$ cat config.mk
export PLATFORM = sky130hd
export DESIGN_NAME = brq_ctrl
export DESIGN_NICKNAME = d
export VERILOG_FILES = /design/src/rtl/core/brq_pkg.sv /design/src/rtl/core/brq_ctrl.sv
export SDC_FILE = /design/constraint.sdc
export NUM_CORES = 1
export LEC_CHECK = 0
export BUFFER_PORTS_ARGS = -buffer_cell sky130_fd_sc_hd__buf_2
export CAP_MARGIN = 20
export CORE_AREA = 5 5 42 44
export DETAILED_ROUTE_END_ITERATION = 10
export DIE_AREA = 0 0 47 49
export PLACE_DENSITY = 0.4
export SETUP_SLACK_MARGIN = 0.5
export SYNTH_ARGS = -nofsm -noshare
export SYNTH_HDL_FRONTEND = slang
export SYNTH_SLANG_ARGS = --single-unit
$ cat constraint.sdc
create_clock -name clk -period 3.56 [get_ports clk]
set_clock_uncertainty 0.2 [all_clocks]
set_input_delay 0.89 -clock clk [delete_from_list [all_inputs] [get_ports clk]]
set_output_delay 0.89 -clock clk [all_outputs]
set_load 0.01 [all_outputs]
$ cat src/rtl/core/brq_pkg.sv
`default_nettype none

package brq_pkg;

    localparam int PORTS      = 32;
    localparam int RING_DEPTH = 1024;
    localparam int WORD_WIDTH = 32;

    // Stored word width: the handle field is 32 bits wide.
    localparam int WORD_W    = (WORD_WIDTH < 32) ? WORD_WIDTH : 32;
    localparam int PIDX_W    = $clog2(PORTS);
    localparam int RPTR_W    = $clog2(RING_DEPTH);
    localparam int ID_W      = $clog2(PORTS + 1);
    localparam int RAM_DEPTH = PORTS * RING_DEPTH;
    localparam int RAM_AW    = $clog2(RAM_DEPTH);

    localparam logic [2:0] CMD_JOIN  = 3'd0;
    localparam logic [2:0] CMD_WRITE = 3'd1;
    localparam logic [2:0] CMD_READ  = 3'd2;
    localparam logic [2:0] CMD_LEAVE = 3'd3;
    localparam logic [2:0] CMD_QUERY = 3'd4;

    localparam logic [1:0] ST_OK     = 2'd0;
    localparam logic [1:0] ST_NOROOM = 2'd1;
    localparam logic [1:0] ST_EMPTY  = 2'd2;
    localparam logic [1:0] ST_NOID   = 2'd3;

    typedef logic [RPTR_W-1:0] rptr_t;

    typedef struct packed {
        logic [2:0]  cmd;
        logic [4:0]  port;
        logic [31:0] payload;
    } req_t;

    typedef struct packed {
        logic [1:0]  status;
        logic [31:0] read_word;
        logic [4:0]  assigned_port;
        logic [4:0]  peer_count;
        logic        any_peer_full;
        logic        has_data;
    } rsp_t;

    typedef struct packed {
        logic load;
        logic exec;
        logic wstep;
        logic rcapture;
        logic finish;
    } dp_cmd_t;

    typedef struct packed {
        logic go_loop;
        logic go_read;
        logic idx_last;
    } dp_stat_t;

endpackage

`default_nettype wire

$ cat src/rtl/core/brq_ctrl.sv
`default_nettype none

module brq_ctrl
    import brq_pkg::*;
(
    input  wire logic     clk,
    input  wire logic     rst_n,
    input  wire logic     req_valid,
    output logic          req_stall,
    output logic          rsp_valid,
    input  wire logic     rsp_stall,
    input  wire dp_stat_t stat,
    output dp_cmd_t       cmd
);

    localparam logic [2:0] S_IDLE  = 3'd0;
    localparam logic [2:0] S_EXEC  = 3'd1;
    localparam logic [2:0] S_WLOOP = 3'd2;
    localparam logic [2:0] S_RWAIT = 3'd3;
    localparam logic [2:0] S_DONE  = 3'd4;

    logic [2:0] state_reg;
    logic [2:0] state_next;
    logic       out_valid_reg;
    logic       out_valid_next;
    logic       out_free;

    assign out_free = !out_valid_reg || !rsp_stall;

    always_comb
    begin
        cmd        = '0;
        state_next = state_reg;
        case (state_reg)
            S_IDLE:
            begin
                if (req_valid)
                begin
                    cmd.load   = 1'b1;
                    state_next = S_EXEC;
                end
            end
            S_EXEC:
            begin
                cmd.exec = 1'b1;
                if (stat.go_loop)
                begin
                    state_next = S_WLOOP;
                end
                else if (stat.go_read)
                begin
                    state_next = S_RWAIT;
                end
                else
                begin
                    state_next = S_DONE;
                end
            end
            S_WLOOP:
            begin
                cmd.wstep = 1'b1;
                if (stat.idx_last)
                begin
                    state_next = S_DONE;
                end
            end
            S_RWAIT:
            begin
                cmd.rcapture = 1'b1;
                state_next   = S_DONE;
            end
            S_DONE:
            begin
                if (out_free)
                begin
                    cmd.finish = 1'b1;
                    state_next = S_IDLE;
                end
            end
            default:
            begin
                state_next = S_IDLE;
            end
        endcase
    end

    always_comb
    begin
        if (cmd.finish)
        begin
            out_valid_next = 1'b1;
        end
        else if (!rsp_stall)
        begin
            out_valid_next = 1'b0;
        end
        else
        begin
            out_valid_next = out_valid_reg;
        end
    end

    always_ff @(posedge clk or negedge rst_n)
    begin
        if (!rst_n)
        begin
            state_reg     <= S_IDLE;
            out_valid_reg <= 1'b0;
        end
        else
        begin
            state_reg     <= state_next;
            out_valid_reg <= out_valid_next;
        end
    end

    assign req_stall = (state_reg != S_IDLE);
    assign rsp_valid = out_valid_reg;

endmodule

`default_nettype wire

==> results of run 1 <==
-- critical path: stages, from the launching register on --
cell and delay [ns]:
dfrtp_1 0.45, or3_4 0.41, nor2_1 0.08, buf_2 0.13
-- area by class of cell --
class | count | area [um2] | area share [%]
clock buffers | 3 | 22.5 | 6.64
inverters | 1 | 3.75 | 1.11
multi-input cells | 21 | 128 | 37.6
flip-flops and latches | 4 | 100 | 29.5
well taps | 16 | 20.0 | 5.90
repair buffers | 13 | 65.1 | 19.2
-- worst max path at each step --
stage	to	slack, ns
finish	cmd[4]	1.16
global route	cmd[4]	1.10
CTS	cmd[4]	1.13
detailed placement	cmd[0]	1.21
global placement	cmd[0]	1.22
floorplan	cmd[0]	1.34
-- power by group through the flow --
stage	Sequential [uW]	Combinational, uW	Clock, uW
global placement	107	139	0
global route	112	150	66.0
floorplan	84.9	125	0
detailed placement	107	137	0
finish	105	135	58.4
CTS	106	138	62.1
-- per-layer routing --
layer | GRT usage [%] | vias to the layer above
met4 | 6.91 | 0
li1 | - | 123
met3 | 3.32 | 3
met5 | 0 | -
met2 | 6.33 | 11
met1 | 7.54 | 103
-- cell usage in the layout, fill, tap and decap left out, drive strengths merged --
| cell | synthesis | layout |
|---|---|---|
| dfrtp | 4 | 4 |
| and3b | 1 | 1 |
| nand2 | 4 | 4 |
| nor2 | 4 | 4 |
| o22ai | 1 | 1 |
| o21a | 1 | 1 |
| nand3b | 1 | 1 |
| nor3b | 3 | 3 |
| or3b | 1 | 1 |
| or3 | 1 | 1 |
| buf | 3 | 13 |
| a21oi | 3 | 3 |
| clkbuf | 0 | 3 |
| inv | 1 | 1 |
| o21ai | 1 | 1 |
-- cell usage after synthesis (all sizes together) --
cell	instances	share of area [%]
a21oi	3	7.4
and3b	1	3.9
buf	3	9.3
dfrtp	4	39
inv	1	1.5
nand2	4	5.9
nand3b	1	2.9
nor2	4	5.9
nor3b	3	8.8
o21a	1	2.9
o21ai	1	2.0
o22ai	1	2.5
or3	1	4.4
or3b	1	3.4
-- per-stage QoR --
step	hold WS (ns)	instances
final	0.245	58
after global routing	0.238	58
after CTS	0.238	58
after detailed placement	0.309	55
after global placement	0.316	55
after floorplan	0.302	29
-- cells by family (layout without fill, tap and decap cells) --
logic type             count (synthesis)  after routing  synth area share [%]
AOI/OAI and AO/OA                      6              6                  14.7
buffers and inverters                  4             17                  10.8
DFF                                    4              4                  39.2
and+or+nand+nor                       15             15                  35.3
==> reports/summary.txt, run 1 <==
Vias per cell: 4.14
R2r endpoint: state_reg[1]
Leakage: 0.000177 uW
Worst slew pin tran: 0.284 ns
Fraction of layout cells with a size suffix above 1: 45.2%
Clk slew on worst S/H paths: 0.04 ns
Initial Util: 18.2%
Die Area: 2300 um2
Util after Layout: 24.2%
Status: complete, no violations
Core Region: 1400 um2
Clock tree root buffer cell: clkbuf_4
Crit path capture type: output pin
Unique masters post-synth: 17
Final Wtd Congestion: 0.610
Psw: 122 uW
PnR worst setup slack: 1.16 ns
Pre-CTS setup slack: 1.21 ns
DRT met1 WL: 239 um
Vias: 240
FF+latch count, synth: 4
Combinational power share: 45.3%
# rows: 14
Initial DRC count: 1
Skew-Pair Late Insertion Delay: 0.24 ns
Reg2Reg Setup Slack: 2.28 ns
Final Power: 298 uW
Min Tclk post-route: 2.40 ns
First-pass GRT wire length: 924 um
# H-tree levels: 1
Fill count: 162
Critical path class: flop to output pin
Diode count: 0
Post-DP Area: 317 um2
CTS Hold Bufs: 0
CTS tree: built
Peak supply drop: 0.159 mV
CTS sink cnt: 4
Post-detail-place hpwl: 440 um
Post-CTS Setup Repair Bufs: 0
Drt total wl: 561 um
Max-slew headroom at the worst pin: 81.1%
Int Pwr: 177 uW
Initial antenna violation count: 0
FF-to-FF path depth: 2
# DRC: 0
Die Span Y: 49 um
Crit path DAT: 1.31 ns
Largest net degree at the start of global routing: 12
Max clock buf depth: 2
Drt pass-1 iters: 2
Max FFs per register: 3
Total grt overflow: 0
Worst r2r src: state_reg[0]
Resize count post-CTS: 0
# Max-Cap Violations: 0
CTS Buf Count: 3
CP Launch Point: state_reg[2]
Final Net Count: 51
Max Fclk: 416 MHz
CP required: 2.47 ns
Period utilization: 67.5%
Pwr/cell area: 880 nW/um2
Pins over their slew limit: 0
Reg power frac: 35.2%
Tot GR Track Use: 6.07%
Seq/Total Area, Yosys: 39.2%
Setup TNS: 0 ns
Unrepaired setup endpoints after global routing: no
Worst-path maximum fanout: 8
Net Sw Frac: 40.7%
Cell area after layout: 339 um2
Post-synthesis cell count: 29
Hold Violations, Final: 0
Syn nets: 36
Startpoint types: flop
Final setup viols: 0
Mapped Avg Cell Area: 8.80 um2
DR WL met2: 227 um
Post-detailed-route wirelength per cell: 9.67 um
Port bufs: 13
Synth warn: 0
Worst Hold Class: primary input to async pin
Post-route ant nets: 0
Post-Syn Area: 255 um2
Area Growth Syn to Fin: 32.8%
DR WL met3: 65 um
Die X: 47 um
Max layer used: met4
Clock power frac: 19.6%
Vias in the first global route: 220
I/O pins: 14
No activity file was read; power rests on OpenSTA's default activity.
==> run 2: changes to the inputs <==
--- a/config.mk
+++ b/config.mk
@@ -5,12 +5,13 @@
 export SDC_FILE = /design/constraint.sdc
 export NUM_CORES = 1
 export LEC_CHECK = 0
+export ABC_AREA = 1
 export BUFFER_PORTS_ARGS = -buffer_cell sky130_fd_sc_hd__buf_2
 export CAP_MARGIN = 20
 export CORE_AREA = 5 5 42 44
 export DETAILED_ROUTE_END_ITERATION = 10
 export DIE_AREA = 0 0 47 49
-export PLACE_DENSITY = 0.4
+export PLACE_DENSITY = 0.42
 export SETUP_SLACK_MARGIN = 0.5
 export SYNTH_ARGS = -nofsm -noshare
 export SYNTH_HDL_FRONTEND = slang
==> constraint.sdc (replaced) <==
create_clock -name clk -period 2.3 [get_ports clk]
set_clock_uncertainty 0.2 [all_clocks]
set_input_delay 0.575 -clock clk [delete_from_list [all_inputs] [get_ports clk]]
set_output_delay 0.575 -clock clk [all_outputs]
set_load 0.01 [all_outputs]
==> reports/summary.txt, run 2 <==
CP max-delay cell: dfrtp_2 (was dfrtp_1)
Largest family of logic cells by synthesized area: simple AND/OR/NAND/NOR gates (unchanged)
Mapped Avg Cell Area: 7.21 um2 (was 8.80 um2)
Synth Area in XOR/XNOR: 0% (unchanged)
Hold Violations, Final: 0 (unchanged)
Worst path max stage delay: 0.43 ns (was 0.45 ns)
Drt total wl: 721 um (was 561 um)
Synth area leaders: dfrtp_1 (37%), nand2_1 (11%), nor2_1 (8.2%) (was dfrtp_1 (39%), nor3b_1 (8.8%), nand2_1 (5.9%))
Status: complete, no violations (unchanged)
Adder and majority cell fraction of the synthesized area: 0% (unchanged)
Period utilization: 82.0%
Post-detail-place hpwl: 506 um (was 440 um)
Max clock buf depth: 2 (unchanged)
R2r endpoint: state_reg[0] (was state_reg[1])
Crit path capture type: output pin (unchanged)
FF-to-FF path depth: 6 (was 2)
Unrepaired setup endpoints after global routing: yes (was no)
Synth Area in Compound Gates: 5.02% (was 14.7%)
Min Tclk post-route: 1.89 ns
Clk slew on worst S/H paths: 0.04 ns (about the same)
Footprint of the multi-input gates: 154 um2 (was 128 um2)
I/O pins: 14 (unchanged)
Startpoint types: flop (unchanged)
Yosys top cell area share: 36.5% (was 39.2%)
Vias: 333 (was 240)
Post-Synth Simple-Gate Area: 44.7% (was 35.3%)
Hold_sp: rsp_valid
Vias per cell: 3.96 (was 4.14)
Vias in the first global route: 323 (was 220)
Largest net degree at the start of global routing: 7 (was 12)
Max-slew headroom at the worst pin: 91.0% (was 81.1%)
Total grt overflow: 0 (unchanged)
Port bufs: 13 (unchanged)
CTS sink cnt: 4 (unchanged)
Final Wtd Congestion: 0.690 (was 0.610)
CTS tree: built (unchanged)
# DRC: 0 (unchanged)
Core Region: 1400 um2 (unchanged)
Post-Syn Area: 274 um2 (was 255 um2)
# Max-Cap Violations: 0 (unchanged)
Synth area leader: dfrtp_1 (unchanged)
Drt pass-1 iters: 1 (was 2)
First-pass GRT wire length: 1130 um (was 924 um)
Worst r2r src: state_reg[1] (was state_reg[0])
Crit path DAT: 1.11 ns (was 1.31 ns)
Max FFs per register: 3 (unchanged)
DR WL met3: 30 um (was 65 um)
Post-route ant nets: 0 (unchanged)
CP required: 1.52 ns (was 2.47 ns)
Die Area: 2300 um2 (unchanged)
# H-tree levels: 1 (unchanged)
Synth top cells by count: nand2_1 (8), nor2_1 (6), inv_1 (5) (was dfrtp_1 (4), nand2_1 (4), nor2_1 (4))
Fraction of layout cells with a size suffix above 1: 67.6% (was 45.2%)
Main flop type after synthesis: dfrtp_1 (unchanged)
Util after Layout: 36.4% (was 24.2%)
Skew-Pair Late Insertion Delay: 0.23 ns (was 0.24 ns)
Cell area after layout: 510 um2 (was 339 um2)
Final Net Count: 77 (was 51)
Worst-path maximum fanout: 3 (was 8)
Post-synthesis cell count: 38 (was 29)
Initial Util: 19.6% (was 18.2%)
Commonest non-fill, non-tap cells in the layout: buf_4 (14), buf_2 (13), nand2_1 (6) (was buf_2 (13), nor2_1 (4), nand2_1 (4), dfrtp_1 (4))
Die Span Y: 49 um (unchanged)
Worst slew pin tran: 0.134 ns (was 0.284 ns)
Worst Hold Path EP: rsp_valid
FF+latch count, synth: 4 (unchanged)
Post-synth ARST share: 100% (unchanged)
Max Fclk: 530 MHz
DR WL met2: 404 um (was 227 um)
DRT met1 WL: 286 um (was 239 um)
CTS Buf Count: 3 (unchanged)
Setup TNS: 0 ns (unchanged)
Unique masters post-synth: 13 (was 17)
Pwr/cell area: 1260 nW/um2 (was 880 nW/um2)
Post-detailed-route wirelength per cell: 8.58 um (was 9.67 um)
Post-DP Area: 352 um2 (was 317 um2)
Critical path class: flop to output pin (unchanged)
Synth warn: 0 (unchanged)
Diode count: 0 (unchanged)
Initial DRC count: 0 (was 1)
Critical-path cell list: buf_4 > nor3_4 > buf_2 (was or3_4 > nor2_1 > buf_2)
Leakage: 0.000296 uW (was 0.000177 uW)
Top-count cell post-synth: nand2_1
Max layer used: met3 (was met4)
Tot GR Track Use: 6.94% (was 6.07%)
Reg2Reg Setup Slack: 0.85 ns (was 2.28 ns)
Post-synthesis mux area share: 0% (unchanged)
Fill count: 172 (was 162)
Syn nets: 45 (was 36)
Most common cell after layout, fill and taps aside: buf_4 (was buf_2)
Seq/Total Area, Yosys: 36.5% (was 39.2%)
Post-synth EDFFs: 0 (unchanged)
Area Growth Syn to Fin: 86.3% (was 32.8%)
Pins over their slew limit: 0 (unchanged)
Peak supply drop: 0.404 mV (was 0.159 mV)
Worst Hold Class: flop to flop (was primary input to async pin)
Initial antenna violation count: 0 (unchanged)
Register cell area after layout: 104 um2 (was 100 um2)
Final setup viols: 0 (unchanged)
# rows: 14 (unchanged)
Clock tree root buffer cell: clkbuf_4 (unchanged)
Die X: 47 um (unchanged)
Worst hold stages: 2
-- run 2: changes by cell type in the layout (fill, tap and decap cells not counted), sizes merged, moves of 2 or more --
| cell | delta |
|---|---|
| inv | +7 |
| nor2 | +4 |
| nand2 | +4 |
| a21oi | -2 |
| nor3b | -3 |
| nand3 | +5 |
| buf | +14 |
-- run 2: timing repair --
action                                 CTS  global route
gates resized for setup                  7             2
endpoints found under the hold margin    4             0
pin swaps                                4             4
hold buffers                             1             0
buffers inserted                         9             5
setup endpoints to repair                6             6
-- run 2: critical path: cells and delay by family (launching register included) --
family	cells	cell delay, ns
buffers and inverters	2	0.30
AND/OR/NAND/NOR	1	0.15
flip-flops	1	0.43
-- run 2: area by class of cell --
type                       instances  area share [%]
timing repair buffer              28            35.3
sequential                         4            20.3
tap                               16            3.92
multi-input combinational         25            30.1
clock buffer                       3            4.41
inverter                           8            5.88
-- run 2: cell families after synthesis --
group | count (synthesis)
buffers and inverters | 9
AOI/OAI and AO/OA | 2
DFF | 4
and+or+nand+nor | 23
-- run 2: layer usage --
layer / vias to the layer above / GRT usage, %
met5: - / 0
met4: 0 / 6.91
met1: 150 / 7.59
met3: 0 / 0.369
li1: 177 / -
met2: 6 / 10.9
-- run 2: power by group --
| group | total [uW] | switching (uW) | internal, uW |
|---|---|---|---|
| combinational | 421 | 187 | 234 |
| sequential | 141 | 37.0 | 104 |
| clock | 82.1 | 24.0 | 58.0 |
| total | 644 | 248 | 396 |
-- run 2: worst max-delay path by stage --
stage                            start  endpoint  slack, ns  depth (start not counted)
after floorplan           state_reg[1]    cmd[4]       0.61                          3
after global placement       rsp_stall    cmd[0]       0.52                          5
after detailed placement     rsp_stall    cmd[0]       0.51                          5
after CTS                 state_reg[0]    cmd[4]       0.40                          4
after global routing      state_reg[1]    cmd[4]       0.35                          4
final                     state_reg[1]    cmd[3]       0.41                          3
-- run 2: per-stage QoR --
stage | hold WS, ns | worst slack, ns | std cells | power (uW)
detailed placement | 0.182 | 0.507 | 66 | 368
finish | 0.291 | 0.413 | 84 | 644
global placement | 0.181 | 0.515 | 66 | 368
global route | 0.357 | 0.351 | 84 | 704
CTS | 0.297 | 0.401 | 79 | 593
floorplan | 0.0794 | 0.608 | 38 | 294
==> run 3: changes to the inputs <==
--- a/config.mk
+++ b/config.mk
@@ -5,13 +5,13 @@
 export SDC_FILE = /design/constraint.sdc
 export NUM_CORES = 1
 export LEC_CHECK = 0
-export ABC_AREA = 1
+export ABC_AREA = 0
 export BUFFER_PORTS_ARGS = -buffer_cell sky130_fd_sc_hd__buf_2
 export CAP_MARGIN = 20
 export CORE_AREA = 5 5 42 44
 export DETAILED_ROUTE_END_ITERATION = 10
 export DIE_AREA = 0 0 47 49
-export PLACE_DENSITY = 0.42
+export PLACE_DENSITY = 0.41
 export SETUP_SLACK_MARGIN = 0.5
 export SYNTH_ARGS = -nofsm -noshare
 export SYNTH_HDL_FRONTEND = slang
==> constraint.sdc (replaced) <==
create_clock -name clk -period 1.6 [get_ports clk]
set_clock_uncertainty 0.2 [all_clocks]
set_input_delay 0.4 -clock clk [delete_from_list [all_inputs] [get_ports clk]]
set_output_delay 0.4 -clock clk [all_outputs]
set_load 0.01 [all_outputs]
==> reports/summary.txt, run 3 (synthesis results as in run 1) <==
Crit path capture type: output pin (unchanged)
Tot GR Track Use: 7.56% (was 6.94%)
Worst Hold Class: primary input to flop (was flop to flop)
Max FFs per register: 3 (unchanged)
I/O pins: 14 (unchanged)
Hold Violations, Final: 0 (unchanged)
Post-route ant nets: 0 (unchanged)
CP required: 1.00 ns (was 1.52 ns)
CTS tree: built (unchanged)
Post-detail-place hpwl: 487 um (was 506 um)
Vias in the first global route: 299 (was 323)
Die X: 47 um (unchanged)
Fill count: 143 (was 172)
Pins over their slew limit: 0 (unchanged)
CTS Buf Count: 3 (unchanged)
Diode count: 0 (unchanged)
Die Span Y: 49 um (unchanged)
Peak supply drop: 0.695 mV (was 0.404 mV)
Critical path class: flop to output pin (unchanged)
Area Growth Syn to Fin: 115% (was 86.3%)
First-pass GRT wire length: 1230 um (was 1130 um)
Worst slew pin tran: 0.193 ns (was 0.134 ns)
Vias: 295 (was 333)
Max Fclk: 551 MHz
Worst hold stages: 3 (was 2)
R2r endpoint: state_reg[1] (was state_reg[0])
Port bufs: 13 (unchanged)
Max clock buf depth: 2 (unchanged)
Total grt overflow: 0 (unchanged)
Clock tree root buffer cell: clkbuf_4 (unchanged)
Clk slew on worst S/H paths: 0.04 ns (about the same)
FF-to-FF path depth: 6 (unchanged)
Final setup viols: 7 (was 0)
Inst Count DP: 60 (was 66)
# DRC: 0 (unchanged)
Final hold slack: 0.217 ns (was 0.291 ns)
Worst Hold Path EP: rsp_valid (unchanged)
Skew-Pair Late Insertion Delay: 0.24 ns (was 0.23 ns)
Min Tclk post-route: 1.81 ns
Post-detailed-route wirelength per cell: 10.4 um (was 8.58 um)
Leakage: 0.000277 uW (was 0.000296 uW)
CTS sink cnt: 4 (unchanged)
Failing checks: negative setup slack
Commonest non-fill, non-tap cells in the layout: buf_2 (11), buf_6 (11), buf_4 (5) (was buf_4 (14), buf_2 (13), nand2_1 (6))
Worst r2r src: state_reg[1] (unchanged)
Initial Util: 18.2% (was 19.6%)
Fin cells: 73 (was 84)
Initial antenna violation count: 0 (unchanged)
Pwr/cell area: 2060 nW/um2 (was 1260 nW/um2)
PnR worst setup slack: -0.214 ns (was 0.413 ns)
Crit path DAT: 1.21 ns (was 1.11 ns)
# rows: 14 (unchanged)
Drt total wl: 758 um (was 721 um)
Largest net degree at the start of global routing: 7 (unchanged)
Startpoint types: flop (unchanged)
Worst-path maximum fanout: 2 (was 3)
Drt pass-1 iters: 2 (was 1)
Fraction of layout cells with a size suffix above 1: 77.2% (was 67.6%)
Period utilization: 113%
Setup TNS: -0.804 ns (was 0 ns)
Util after Layout: 39.1% (was 36.4%)
Hold_sp: rsp_stall (was rsp_valid)
Initial DRC count: 1 (was 0)
Unrepaired setup endpoints after global routing: yes (unchanged)
Status: finished, violations left (was complete, no violations)
Max-slew headroom at the worst pin: 87.1% (was 91.0%)
Core Region: 1400 um2 (unchanged)
Reg2Reg Setup Slack: -0.01 ns (was 0.85 ns)
Vias per cell: 4.04 (was 3.96)
Die Area: 2300 um2 (unchanged)
# Max-Cap Violations: 0 (unchanged)
# H-tree levels: 1 (unchanged)
Final Net Count: 66 (was 77)
Final Wtd Congestion: 0.706 (was 0.690)
run 3: critical path, stage by stage (launching register included):
cell     delay [ns]
dfrtp_1        0.38
or3_4          0.41
nor2_4         0.09
buf_6          0.10
run 3: metal layers:
layer / up-vias / GRT usage, % / routed length (um)
met4: 0 / 1.38 / 0
li1: 154 / - / -
met3: 0 / 5.54 / 85
met5: - / 0 / 0
met1: 128 / 8.43 / 269
met2: 13 / 11.5 / 402
run 3: where the power goes:
part	internal (uW)	switching, uW	total (uW)
Combinational	486	312	799
Clock	84.1	43.8	128
Sequential	152	49.3	201
run 3: final cells by class:
type / instances / area [um2] / area share [%]
clock buffer: 3 / 22.5 / 4.11
inverter: 1 / 3.75 / 0.685
multi-input combinational: 21 / 174 / 31.7
sequential: 4 / 101 / 18.5
tap: 16 / 20.0 / 3.65
timing repair buffer: 28 / 226 / 41.3
run 3: timing repair:
action                     4_1_cts  5_1_grt
pin swaps                        7        4
setup buffers                    6        3
gates cloned                     0        0
hold buffers                     1        0
hold endpoints to repair         4        0
setup endpoints to repair       10       11
resized for setup               10       12
run 3: how the worst max path moves through the flow:
stage	from	endpoint	slack [ns]
6_report	state_reg[2]	cmd[4]	-0.21
5_1_grt	state_reg[0]	cmd[4]	-0.27
4_1_cts	state_reg[1]	cmd[4]	-0.21
3_5_place_dp	state_reg[1]	cmd[4]	0.02
3_3_place_gp	state_reg[1]	cmd[4]	0.04
2_1_floorplan	state_reg[1]	cmd[4]	0.02
run 3: per-stage QoR:
stage	total power [uW]	area, um2	setup slack, ns
final	1130	548	-0.214
after CTS	968	484	-0.214
after global placement	661	367	0.0391
after global routing	1220	548	-0.266
after floorplan	499	270	0.0217
after detailed placement	657	367	0.0235
